==> src/hdl/stnl_pkg.sv <==
// ----------------------------------------------------------------------------
// Sorted time table lookup package
// Shared constants, payload types, command codes and helper functions.
// ----------------------------------------------------------------------------
`default_nettype none

package stnl_pkg;

  localparam int TABLE_DEPTH   = 1024;
  localparam int FRACTION_BITS = 8;

  localparam int IDX_W   = 10;
  localparam int CFG_W   = 11;
  localparam int TIME_W  = 32;
  localparam int QUERY_W = 40;

  localparam int ADDR_W   = $clog2(TABLE_DEPTH);
  localparam int CNT_W    = ADDR_W + 1;
  localparam int SCALED_W = TIME_W + FRACTION_BITS;
  localparam int CMP_W    = ((SCALED_W > QUERY_W) ? SCALED_W : QUERY_W) + 1;

  typedef enum logic [1:0] {
    CMD_WRITE   = 2'd0,
    CMD_NEAREST = 2'd1,
    CMD_READ    = 2'd2
  } cmd_e;

  typedef struct packed {
    logic [1:0]                cmd;
    logic [IDX_W-1:0]          entry_index;
    logic signed [TIME_W-1:0]  entry_time;
    logic signed [QUERY_W-1:0] query_time;
  } req_t;

  typedef struct packed {
    logic [IDX_W-1:0]         result_index;
    logic signed [TIME_W-1:0] result_time;
    logic                     out_of_range;
  } res_t;

  function automatic logic [CNT_W-1:0] eff_count(input logic [CFG_W-1:0] cnt);
    if (32'(cnt) > 32'(TABLE_DEPTH)) begin
      return CNT_W'(TABLE_DEPTH);
    end
    return CNT_W'(cnt);
  endfunction

  function automatic logic signed [CMP_W-1:0] scale_time(
    input logic signed [TIME_W-1:0] t
  );
    logic signed [CMP_W-1:0] wide;
    wide = CMP_W'(t);
    return wide <<< FRACTION_BITS;
  endfunction

endpackage

`default_nettype wire

==> src/hdl/stnl_ctrl.sv <==
// ----------------------------------------------------------------------------
// Sorted time table lookup controller
// Sequences table writes, indexed reads and the binary search with its
// final neighbour comparison, one memory probe per cycle.
// ----------------------------------------------------------------------------
`default_nettype none

module stnl_ctrl (
  input  logic                        clk_i,
  input  logic                        rst_ni,
  input  logic                        start_i,
  input  stnl_pkg::req_t              req_i,
  input  logic [stnl_pkg::CNT_W-1:0]  count_i,
  output logic                        busy_o,
  output logic                        done_o,
  output stnl_pkg::res_t              res_o,
  output logic                        mem_we_o,
  output logic [stnl_pkg::ADDR_W-1:0] mem_waddr_o,
  output logic [stnl_pkg::TIME_W-1:0] mem_wdata_o,
  output logic [stnl_pkg::ADDR_W-1:0] mem_raddr_o,
  input  logic [stnl_pkg::TIME_W-1:0] mem_rdata_i
);

  import stnl_pkg::*;

  localparam logic [2:0] S_IDLE = 3'd0;
  localparam logic [2:0] S_READ = 3'd1;
  localparam logic [2:0] S_SRCH = 3'd2;
  localparam logic [2:0] S_LO   = 3'd3;
  localparam logic [2:0] S_PREV = 3'd4;

  logic [2:0]                state_q, state_d;
  logic [CNT_W-1:0]          lo_q, lo_d;
  logic [CNT_W-1:0]          hi_q, hi_d;
  logic [CNT_W-1:0]          mid_q, mid_d;
  logic signed [QUERY_W-1:0] q_q, q_d;
  logic [IDX_W-1:0]          idx_q, idx_d;
  logic signed [CMP_W-1:0]   dnext_q, dnext_d;
  logic                      done_q, done_d;
  res_t                      res_q, res_d;

  logic signed [CMP_W-1:0] s_rd;
  logic signed [CMP_W-1:0] qx;
  logic signed [CMP_W-1:0] dprev;
  logic                    lt;
  logic [CNT_W-1:0]        lo_n;
  logic [CNT_W-1:0]        hi_n;
  logic [CNT_W:0]          mid_sum;
  logic [CNT_W-1:0]        lo_m1;

  assign s_rd    = scale_time(mem_rdata_i);
  assign qx      = CMP_W'(q_q);
  assign dprev   = qx - s_rd;
  assign lt      = s_rd < qx;
  assign lo_n    = lt ? (mid_q + CNT_W'(1)) : lo_q;
  assign hi_n    = lt ? hi_q : mid_q;
  assign mid_sum = {1'b0, lo_n} + {1'b0, hi_n};
  assign lo_m1   = lo_q - CNT_W'(1);

  always_comb begin
    state_d     = state_q;
    lo_d        = lo_q;
    hi_d        = hi_q;
    mid_d       = mid_q;
    q_d         = q_q;
    idx_d       = idx_q;
    dnext_d     = dnext_q;
    done_d      = 1'b0;
    res_d       = res_q;
    mem_we_o    = 1'b0;
    mem_waddr_o = ADDR_W'(req_i.entry_index);
    mem_wdata_o = req_i.entry_time;
    mem_raddr_o = ADDR_W'(mid_q);

    unique case (state_q)
      S_IDLE: begin
        if (start_i) begin
          unique case (req_i.cmd)
            CMD_WRITE: begin
              mem_we_o = 32'(req_i.entry_index) < 32'(TABLE_DEPTH);
            end
            CMD_READ: begin
              idx_d       = req_i.entry_index;
              mem_raddr_o = ADDR_W'(req_i.entry_index);
              state_d     = S_READ;
            end
            CMD_NEAREST: begin
              q_d = req_i.query_time;
              if (count_i == '0) begin
                done_d             = 1'b1;
                res_d.result_index = '0;
                res_d.result_time  = '0;
                res_d.out_of_range = 1'b1;
              end else begin
                lo_d        = '0;
                hi_d        = count_i;
                mid_d       = count_i >> 1;
                mem_raddr_o = ADDR_W'(count_i >> 1);
                state_d     = S_SRCH;
              end
            end
            default: begin
            end
          endcase
        end
      end
      S_READ: begin
        done_d             = 1'b1;
        state_d            = S_IDLE;
        res_d.result_index = '0;
        if (32'(idx_q) < 32'(count_i)) begin
          res_d.result_time  = mem_rdata_i;
          res_d.out_of_range = 1'b0;
        end else begin
          res_d.result_time  = '0;
          res_d.out_of_range = 1'b1;
        end
      end
      S_SRCH: begin
        lo_d = lo_n;
        hi_d = hi_n;
        res_d.result_time  = '0;
        res_d.out_of_range = 1'b0;
        if (lo_n < hi_n) begin
          mid_d       = mid_sum[CNT_W:1];
          mem_raddr_o = ADDR_W'(mid_sum[CNT_W:1]);
        end else if (lo_n == count_i) begin
          done_d             = 1'b1;
          state_d            = S_IDLE;
          res_d.result_index = IDX_W'(count_i - CNT_W'(1));
        end else if (lo_n == '0) begin
          done_d             = 1'b1;
          state_d            = S_IDLE;
          res_d.result_index = '0;
        end else begin
          mem_raddr_o = ADDR_W'(lo_n);
          state_d     = S_LO;
        end
      end
      S_LO: begin
        if (s_rd == qx) begin
          done_d             = 1'b1;
          state_d            = S_IDLE;
          res_d.result_index = IDX_W'(lo_q);
        end else begin
          dnext_d     = s_rd - qx;
          mem_raddr_o = ADDR_W'(lo_m1);
          state_d     = S_PREV;
        end
      end
      S_PREV: begin
        done_d             = 1'b1;
        state_d            = S_IDLE;
        res_d.result_index = (dprev <= dnext_q) ? IDX_W'(lo_m1) : IDX_W'(lo_q);
      end
      default: begin
        state_d = S_IDLE;
      end
    endcase
  end

  always_ff @(posedge clk_i or negedge rst_ni) begin
    if (!rst_ni) begin
      state_q <= S_IDLE;
      done_q  <= 1'b0;
    end else begin
      state_q <= state_d;
      done_q  <= done_d;
    end
  end

  always_ff @(posedge clk_i) begin
    lo_q    <= lo_d;
    hi_q    <= hi_d;
    mid_q   <= mid_d;
    q_q     <= q_d;
    idx_q   <= idx_d;
    dnext_q <= dnext_d;
    res_q   <= res_d;
  end

  assign busy_o = state_q != S_IDLE;
  assign done_o = done_q;
  assign res_o  = res_q;

endmodule

`default_nettype wire
==> config.mk <==
export PLATFORM = sky130hd
export DESIGN_NAME = stnl_ctrl
export DESIGN_NICKNAME = d
export VERILOG_FILES = /design/src/hdl/stnl_pkg.sv /design/src/hdl/stnl_ctrl.sv
export SDC_FILE = /design/constraint.sdc
export NUM_CORES = 1
export LEC_CHECK = 0
export ABC_AREA = 1
export BUFFER_PORTS_ARGS = -buffer_cell sky130_fd_sc_hd__clkbuf_2
export CORE_AREA = 10 10 174 176
export CTS_BUF_LIST = sky130_fd_sc_hd__clkbuf_4 sky130_fd_sc_hd__clkbuf_8
export DETAILED_ROUTE_END_ITERATION = 10
export DIE_AREA = 0 0 184 186
export PLACE_DENSITY = 0.78
export SLEW_MARGIN = 10
export SYNTH_ARGS = -nofsm -noshare
export SYNTH_HDL_FRONTEND = slang
export SYNTH_SLANG_ARGS = --single-unit
==> constraint.sdc <==
create_clock -name clk_i -period 22.6 [get_ports clk_i]
set_input_delay 5.65 -clock clk_i [delete_from_list [all_inputs] [get_ports clk_i]]
set_output_delay 5.65 -clock clk_i [all_outputs]
set_load 0.02 [all_outputs]
==> impl_results.md, run 1 <==
- Synth warn: 0
- Syn avg cell area: 7.99 um2
- Worst Skew: 25.9 ps
- Most Used Layer, Global Route: met2
- RePlAce Congestion: 1.03
- Hold WC Path Type: reg2reg
- Syn nets: 2101
- Initial DRC count: 1255
- Synth Register Bits: 171
- Hold buffer count at cts: 0
- Placed insts: 2246
- Avg Vias per Cell: 5.81
- WS Path Type: in2out
- CP max FO: 40
- Number of post-CTS setup repair buffers: 0
- Pre-antenna DRT Iters: 8
- CTS resizes: 0
- Tightest Pin Transition: 1130 ps
- Die width: 184 um
- Gate Count Post-Synth: 1828
- GR Util met2: 0.534
- Initial antenna violation count: 0
- Post-Syn Area: 0.0146 mm2
- Final worst path period need: 16580 ps
- Wire per inst: 22.3 um
- TritonCTS Buffers: 17
- Number of enable flip-flop cells after synthesis: 167
- Design Power: 1.46 mW
- Area contributors post-synth: edfxtp_1, ha_1, nand2_1, inv_1, a21oi_1
- Final setup violation count: 0
- Number of hold violations in the final report: 0
- Io pins: 228
- CTS max path bufs: 2
- Power density cells: 92.6 mW/mm2
- Grt ovf: 0
- Fin nets: 2197
- Num Clock Sinks: 171
- Clock Root Buffer: clkbuf_8
- Vert. Die Dim: 186 um
- Largest net degree at the start of global routing: 42
- Ys async rst share: 0.0234
- GRT Overall Usage: 0.296
- RSZ-0062 raised after global routing: false
- Drc violations: 0
- Setup TNS: 0 ps
- Leakage: 7.47 nW
- Area leader, netlist: edfxtp_1
- Status: finished, final reports clean
- CTS tree: done
- Crit path DAT: 10930 ps
- Global-route wire length before repair: 76700 um
- Tcrit/Tclk final: 0.734
- Ant diodes: 0
- Die ar.: 0.0342 mm2
- Clock slew at reported path FFs: 100 ps
- VDD IR-drop max: 0.0677 mV
- Final Worst Setup Slack: 6020 ps
- Share of layout cells above drive strength 1: 0.155
- Worst skew pair latency: 490 ps
- HPWL after DPL: 41400 um
- Number of global-route vias before repair: 13194
- H-tree Lvls: 4
- WP data required: 16950 ps
- Headroom to the max-slew limit: 0.246
- Post-Route WL: 50900 um
- Max-cap viol count: 0
- Final Non-Filler Cells: 2278
- Slew Viols, Final: 0
- Most common cell after layout, fill and taps aside: nand2_1
- Peak Freq: 60.3 MHz
- Core ar.: 0.0267 mm2
- Hold depth: 0
- Commonest non-fill, non-tap cells in the layout: nand2_1, inv_1, edfxtp_1
- Prevailing post-synth register cell: edfxtp_1
- CP Launch Type: input port
- Syn-to-layout area delta: 7.84%
- R2R depth: 23
- Share of the synthesized area in the top cell type: 0.343
- Post-place setup slack: 6110 ps
- Cell row count: 60
- Port Buffers: 163
- Starting Density: 0.546
- Post-DRT Antenna Nets: 0
- Part of the Yosys area used for sequential elements: 0.350
- Vias: 13240
- CP Capture Type: output pin
- Grt met3 use: 0.0409
- Post-synthesis cell type count: 56
- GR Layer Usage met1: 0.332
## worst max-delay path: stages
cell and delay, ps:
clkbuf_2 110, inv_1 60, ha_1 580, inv_2 210, nor2_1 180, nand2_1 120
nor2_2 160, nand3_1 120, nand3_2 140, nand2_2 160, nand2_4 440, nand2_1 180
nand2_1 260, inv_1 100, ha_1 390, nand2_1 120, nor2_1 50, a211oi_1 200
nor2_1 70, a2111oi_0 590, nand2_4 170, inv_4 130, nor2_4 70, nand2_2 110
nand2_1 110, nand2_1 100, nand4_1 110, clkbuf_2 210
## routing by layer
metal,part of all wire,up-vias,wire length (um)
li1,-,6242,-
met1,0.38,6239,19300
met2,0.50,607,25700
met3,0.060,152,3040
met4,0.056,0,2850
met5,0,-,0
## synth_stat cells (all sizes together) (2+ instances only)
library cell	number
nand2	354
inv	310
edfxtp	167
a21oi	153
nor2	148
ha	141
o21ai	95
nand3	88
buf	76
xor2	67
nor3	47
xnor2	22
nand4	21
o211ai	20
clkbuf	18
o221ai	16
nor4	13
a221oi	11
a21o	5
clkinv	5
o21bai	5
o31ai	5
or2	5
a31oi	4
dfrtp	4
o21a	4
a22oi	3
a31o	3
o2111ai	3
a2111oi	2
a211oi	2
fa	2
nand3b	2
nor3b	2
## registers in the layout, indices dropped and copies added (netlist names)
| register | cells |
|---|---|
| dnext_q | 41 |
| done_o | 1 |
| hi_q | 11 |
| idx_q | 10 |
| lo_q | 11 |
| mid_q | 11 |
| q_q | 40 |
| res_o | 43 |
| state_q | 3 |
## area by class of cell
| type | count | area [um2] |
|---|---|---|
| Clock buffer | 19 | 249 |
| Sequential cell | 171 | 5110 |
| Fill cell | 2496 | 11000 |
| Inverter | 315 | 1180 |
| Tap cell | 341 | 427 |
| Clock inverter | 13 | 204 |
| Multi-Input combinational cell | 1248 | 7690 |
| Timing Repair Buffer | 171 | 876 |
## where the power goes
group / internal, mW / switching (mW)
logic: 0.204 / 0.516
registers: 0.436 / 0.0377
clock network: 0.127 / 0.137
## per-stage QoR
step	hold WS [ps]	util	area [um2]
final	540	0.589	15800
after global routing	582	0.589	15800
after CTS	546	0.589	15800
after detailed placement	516	0.572	15300
after global placement	518	0.572	15300
after floorplan	473	-	14600
## cell families (layout without fill, tap and decap cells)
| kind of cell | after synthesis | after routing | share of synthesized area |
|---|---|---|---|
| buffers and inverters | 409 | 518 | 0.124 |
| AO/OA/AOI/OAI | 336 | 336 | 0.137 |
| adder cells (fa/ha/maj) | 143 | 143 | 0.124 |
| AND/OR/NAND/NOR | 680 | 680 | 0.212 |
| flip-flops | 171 | 171 | 0.350 |
| XOR/XNOR | 89 | 89 | 0.0534 |
## worst paths after layout
path / start / to / slack (ps)
max in group asynchronous: rst_ni / state_q[0]$_DFFE_PN0P_ / 17520
setup reg to reg: q_q[39]$_DFFE_PP_ / res_o[33]$_DFFE_PP_ / 16690
hold reg to reg: q_q[0]$_DFFE_PP_ / dnext_q[0]$_DFFE_PP_ / 540
hold / removal: q_q[0]$_DFFE_PP_ / dnext_q[0]$_DFFE_PP_ / 540
setup / recovery: mem_rdata_i[31] / mem_raddr_o[3] / 6020
min in group asynchronous: rst_ni / done_o$_DFF_PN0_ / 4950
(Power assumes the default switching activity.)
==> run 2: changes to the inputs <==
==> constraint.sdc (replaced) <==
create_clock -name clk_i -period 16.3 [get_ports clk_i]
set_input_delay 4.075 -clock clk_i [delete_from_list [all_inputs] [get_ports clk_i]]
set_output_delay 4.075 -clock clk_i [all_outputs]
set_load 0.02 [all_outputs]
==> run 2 against run 1 <==
  * Wire length shrank 0.85%
  * Final cell count stayed put
  * Global-route usage fell by 0.41 points
  * Critical endpoint unchanged
  * Largest cell class unchanged
  * Highest routed layer unchanged
==> impl_results.md, run 2 (same netlist as run 1, synthesis figures left out) <==
- Final Worst Setup Slack: 3010 ps (-3010 ps)
- Avg Vias per Cell: 5.80 (-0.19%)
- Largest net degree at the start of global routing: 43 (+2.4%)
- Die ar.: 0.0342 mm2 (unchanged)
- CTS max path bufs: 2 (unchanged)
- Clock slew at reported path FFs: 100 ps (about the same)
- CTS resizes: 0 (unchanged)
- Peak Freq: 75.2 MHz
- Vert. Die Dim: 186 um (unchanged)
- Cell row count: 60 (unchanged)
- Final Non-Filler Cells: 2278 (unchanged)
- Core ar.: 0.0267 mm2 (unchanged)
- Finished Core Util: 0.588 (-0.00155)
- Worst skew pair latency: 490 ps (about the same)
- Post-place setup slack: 3100 ps (-3010 ps)
- Io pins: 228 (unchanged)
- Crit path DAT: 9210 ps (-1720 ps)
- Share of layout cells above drive strength 1: 0.155 (unchanged)
- Slowest-stage cell, CP: a2111oi_0
- Die width: 184 um (unchanged)
- H-tree Lvls: 4 (unchanged)
- Wire per inst: 22.2 um (-0.85%)
- Global-route wire length before repair: 76100 um (-0.72%)
- Final design area excluding fillers: 0.0157 mm2 (-0.26%)
- Pre-antenna DRT Iters: 5 (-3)
- CP top delay family: simple AND/OR/NAND/NOR gates
- Syn-to-layout area delta: 7.56%
- Post-Route WL: 50500 um (-0.85%)
- Number of global-route vias before repair: 13369 (+1.3%)
- Fillcell total: 2517 (+0.84%)
- VDD IR-drop max: 0.113 mV (+66%)
- Worst Skew: 27.3 ps (+1.39 ps)
- WP data required: 12230 ps (-4720 ps)
- Number of post-CTS setup repair buffers: 0 (unchanged)
- Setup TNS: 0 ps (unchanged)
- GRT Overall Usage: 0.292 (-0.00412)
- Power density cells: 127 mW/mm2 (+37%)
- Drc violations: 0 (unchanged)
- Placed insts: 2246 (unchanged)
- Tcrit/Tclk final: 0.815
- RSZ-0062 raised after global routing: false
- Slew Viols, Final: 0 (unchanged)
- Most common cell after layout, fill and taps aside: nand2_1
- Final setup violation count: 0 (unchanged)
- Max-cap viol count: 0 (unchanged)
- CP Launch Type: input port
- WHS: 534 ps (-5.62 ps)
- Tightest Pin Transition: 1170 ps (+43.1 ps)
- Headroom to the max-slew limit: 0.215 (-0.0308)
- Ant diodes: 0 (unchanged)
- TritonCTS Buffers: 17 (unchanged)
- Fin nets: 2197 (unchanged)
- Number of hold violations in the final report: 0 (unchanged)
- Starting Density: 0.546 (unchanged)
- Clock Root Buffer: clkbuf_8
- Leakage: 7.45 nW (-0.31%)
- WS Path Type: in2out
- Placed Area: 0.0153 mm2 (unchanged)
- Worst r2r src: q_q[39]$_DFFE_PP_
- Initial antenna violation count: 1 (+1)
- CP Capture Type: output pin
- CP max FO: 40 (unchanged)
- Hold Startpoint: q_q[0]$_DFFE_PP_
- Final worst path period need: 13290 ps
- Initial DRC count: 1263 (+0.64%)
- FF+latch area: 0.00511 mm2 (unchanged)
- HPWL after DPL: 40800 um (-1.6%)
- Multi-input logic area: 0.00769 mm2 (unchanged)
- Vias: 13215 (-0.19%)
- Post-DRT Antenna Nets: 0 (unchanged)
- Commonest non-fill, non-tap cells in the layout: nand2_1, inv_1, edfxtp_1
- Worst path most repeated cell: nand2_1
- Status: finished, final reports clean
- CP Launch Point: mem_rdata_i[31]
- Crit-path max cell delay: 630 ps (+40 ps)
- RePlAce Congestion: 1.04 (+0.64%)
- Num Clock Sinks: 171 (unchanged)
- Port Buffers: 163 (unchanged)
- CTS tree: done
- Max reg flops: 43 (unchanged)
- WP buf/inv: 6 (unchanged)
- Grt ovf: 0 (unchanged)
- Design Power: 1.99 mW (+37%)
- Hold WC Path Type: reg2reg
- Hold buffer count at cts: 0 (unchanged)
[run 2: changes by cell type in the layout (fill, tap and decap cells not counted)]
cell and change:
clkinvlp_4 +1, clkbuf_4 -1, bufinv_16 -2, clkinv_2 +1, clkbuf_8 +1
[run 2: layout make-up]
type                            count  share of cell area
Tap cell                          341              0.0272
Clock buffer                       19              0.0162
Sequential cell                   171               0.326
Clock inverter                     13             0.00996
Multi-Input combinational cell   1248               0.490
Inverter                          315              0.0754
Timing Repair Buffer              171              0.0558
[run 2: layer usage]
layer  track usage  vias to the layer above  wire length, um
li1              -                     6247                -
met2         0.518                      619            25200
met4         0.151                        0             2660
met3        0.0464                      140             3410
met1         0.332                     6209            19200
met5             0                        -                0
[run 2: worst paths after layout]
check / end / slack (ps) / cells past startpoint
setup reg to reg: mid_q[3]$_DFFE_PP_ / 10280 / 22
max in group asynchronous: state_q[2]$_DFFE_PN0P_ / 12760 / 1
min in group asynchronous: state_q[1]$_DFFE_PN0P_ / 3390 / 1
hold reg to reg: dnext_q[0]$_DFFE_PP_ / 530 / 0
setup / recovery: mem_raddr_o[3] / 3010 / 28
hold / removal: dnext_q[0]$_DFFE_PP_ / 530 / 0
[run 2: worst register-to-register path, cell delays in order (launching register included)]
cell       delay (ps)
edfxtp_1          420
ha_1              620
inv_2             210
nor2_1            180
nand2_1           120
nor2_2            140
nand3_1           110
nand3_2           130
nand2_2           170
nand2_4           450
nand2_1           150
nand2_1           170
inv_1              80
ha_1              380
nand2_1           110
nor2_1             50
a211oi_1          190
nor2_1             60
a2111oi_0         630
nand2_4           160
inv_4             130
nor2_4             70
nor2_1            910
[run 2: power breakdown]
part | internal [mW] | switching [mW] | total [mW]
sequential | 0.604 | 0.0477 | 0.652
clock | 0.147 | 0.191 | 0.338
combinational | 0.285 | 0.718 | 1.00
total | 1.04 | 0.957 | 1.99
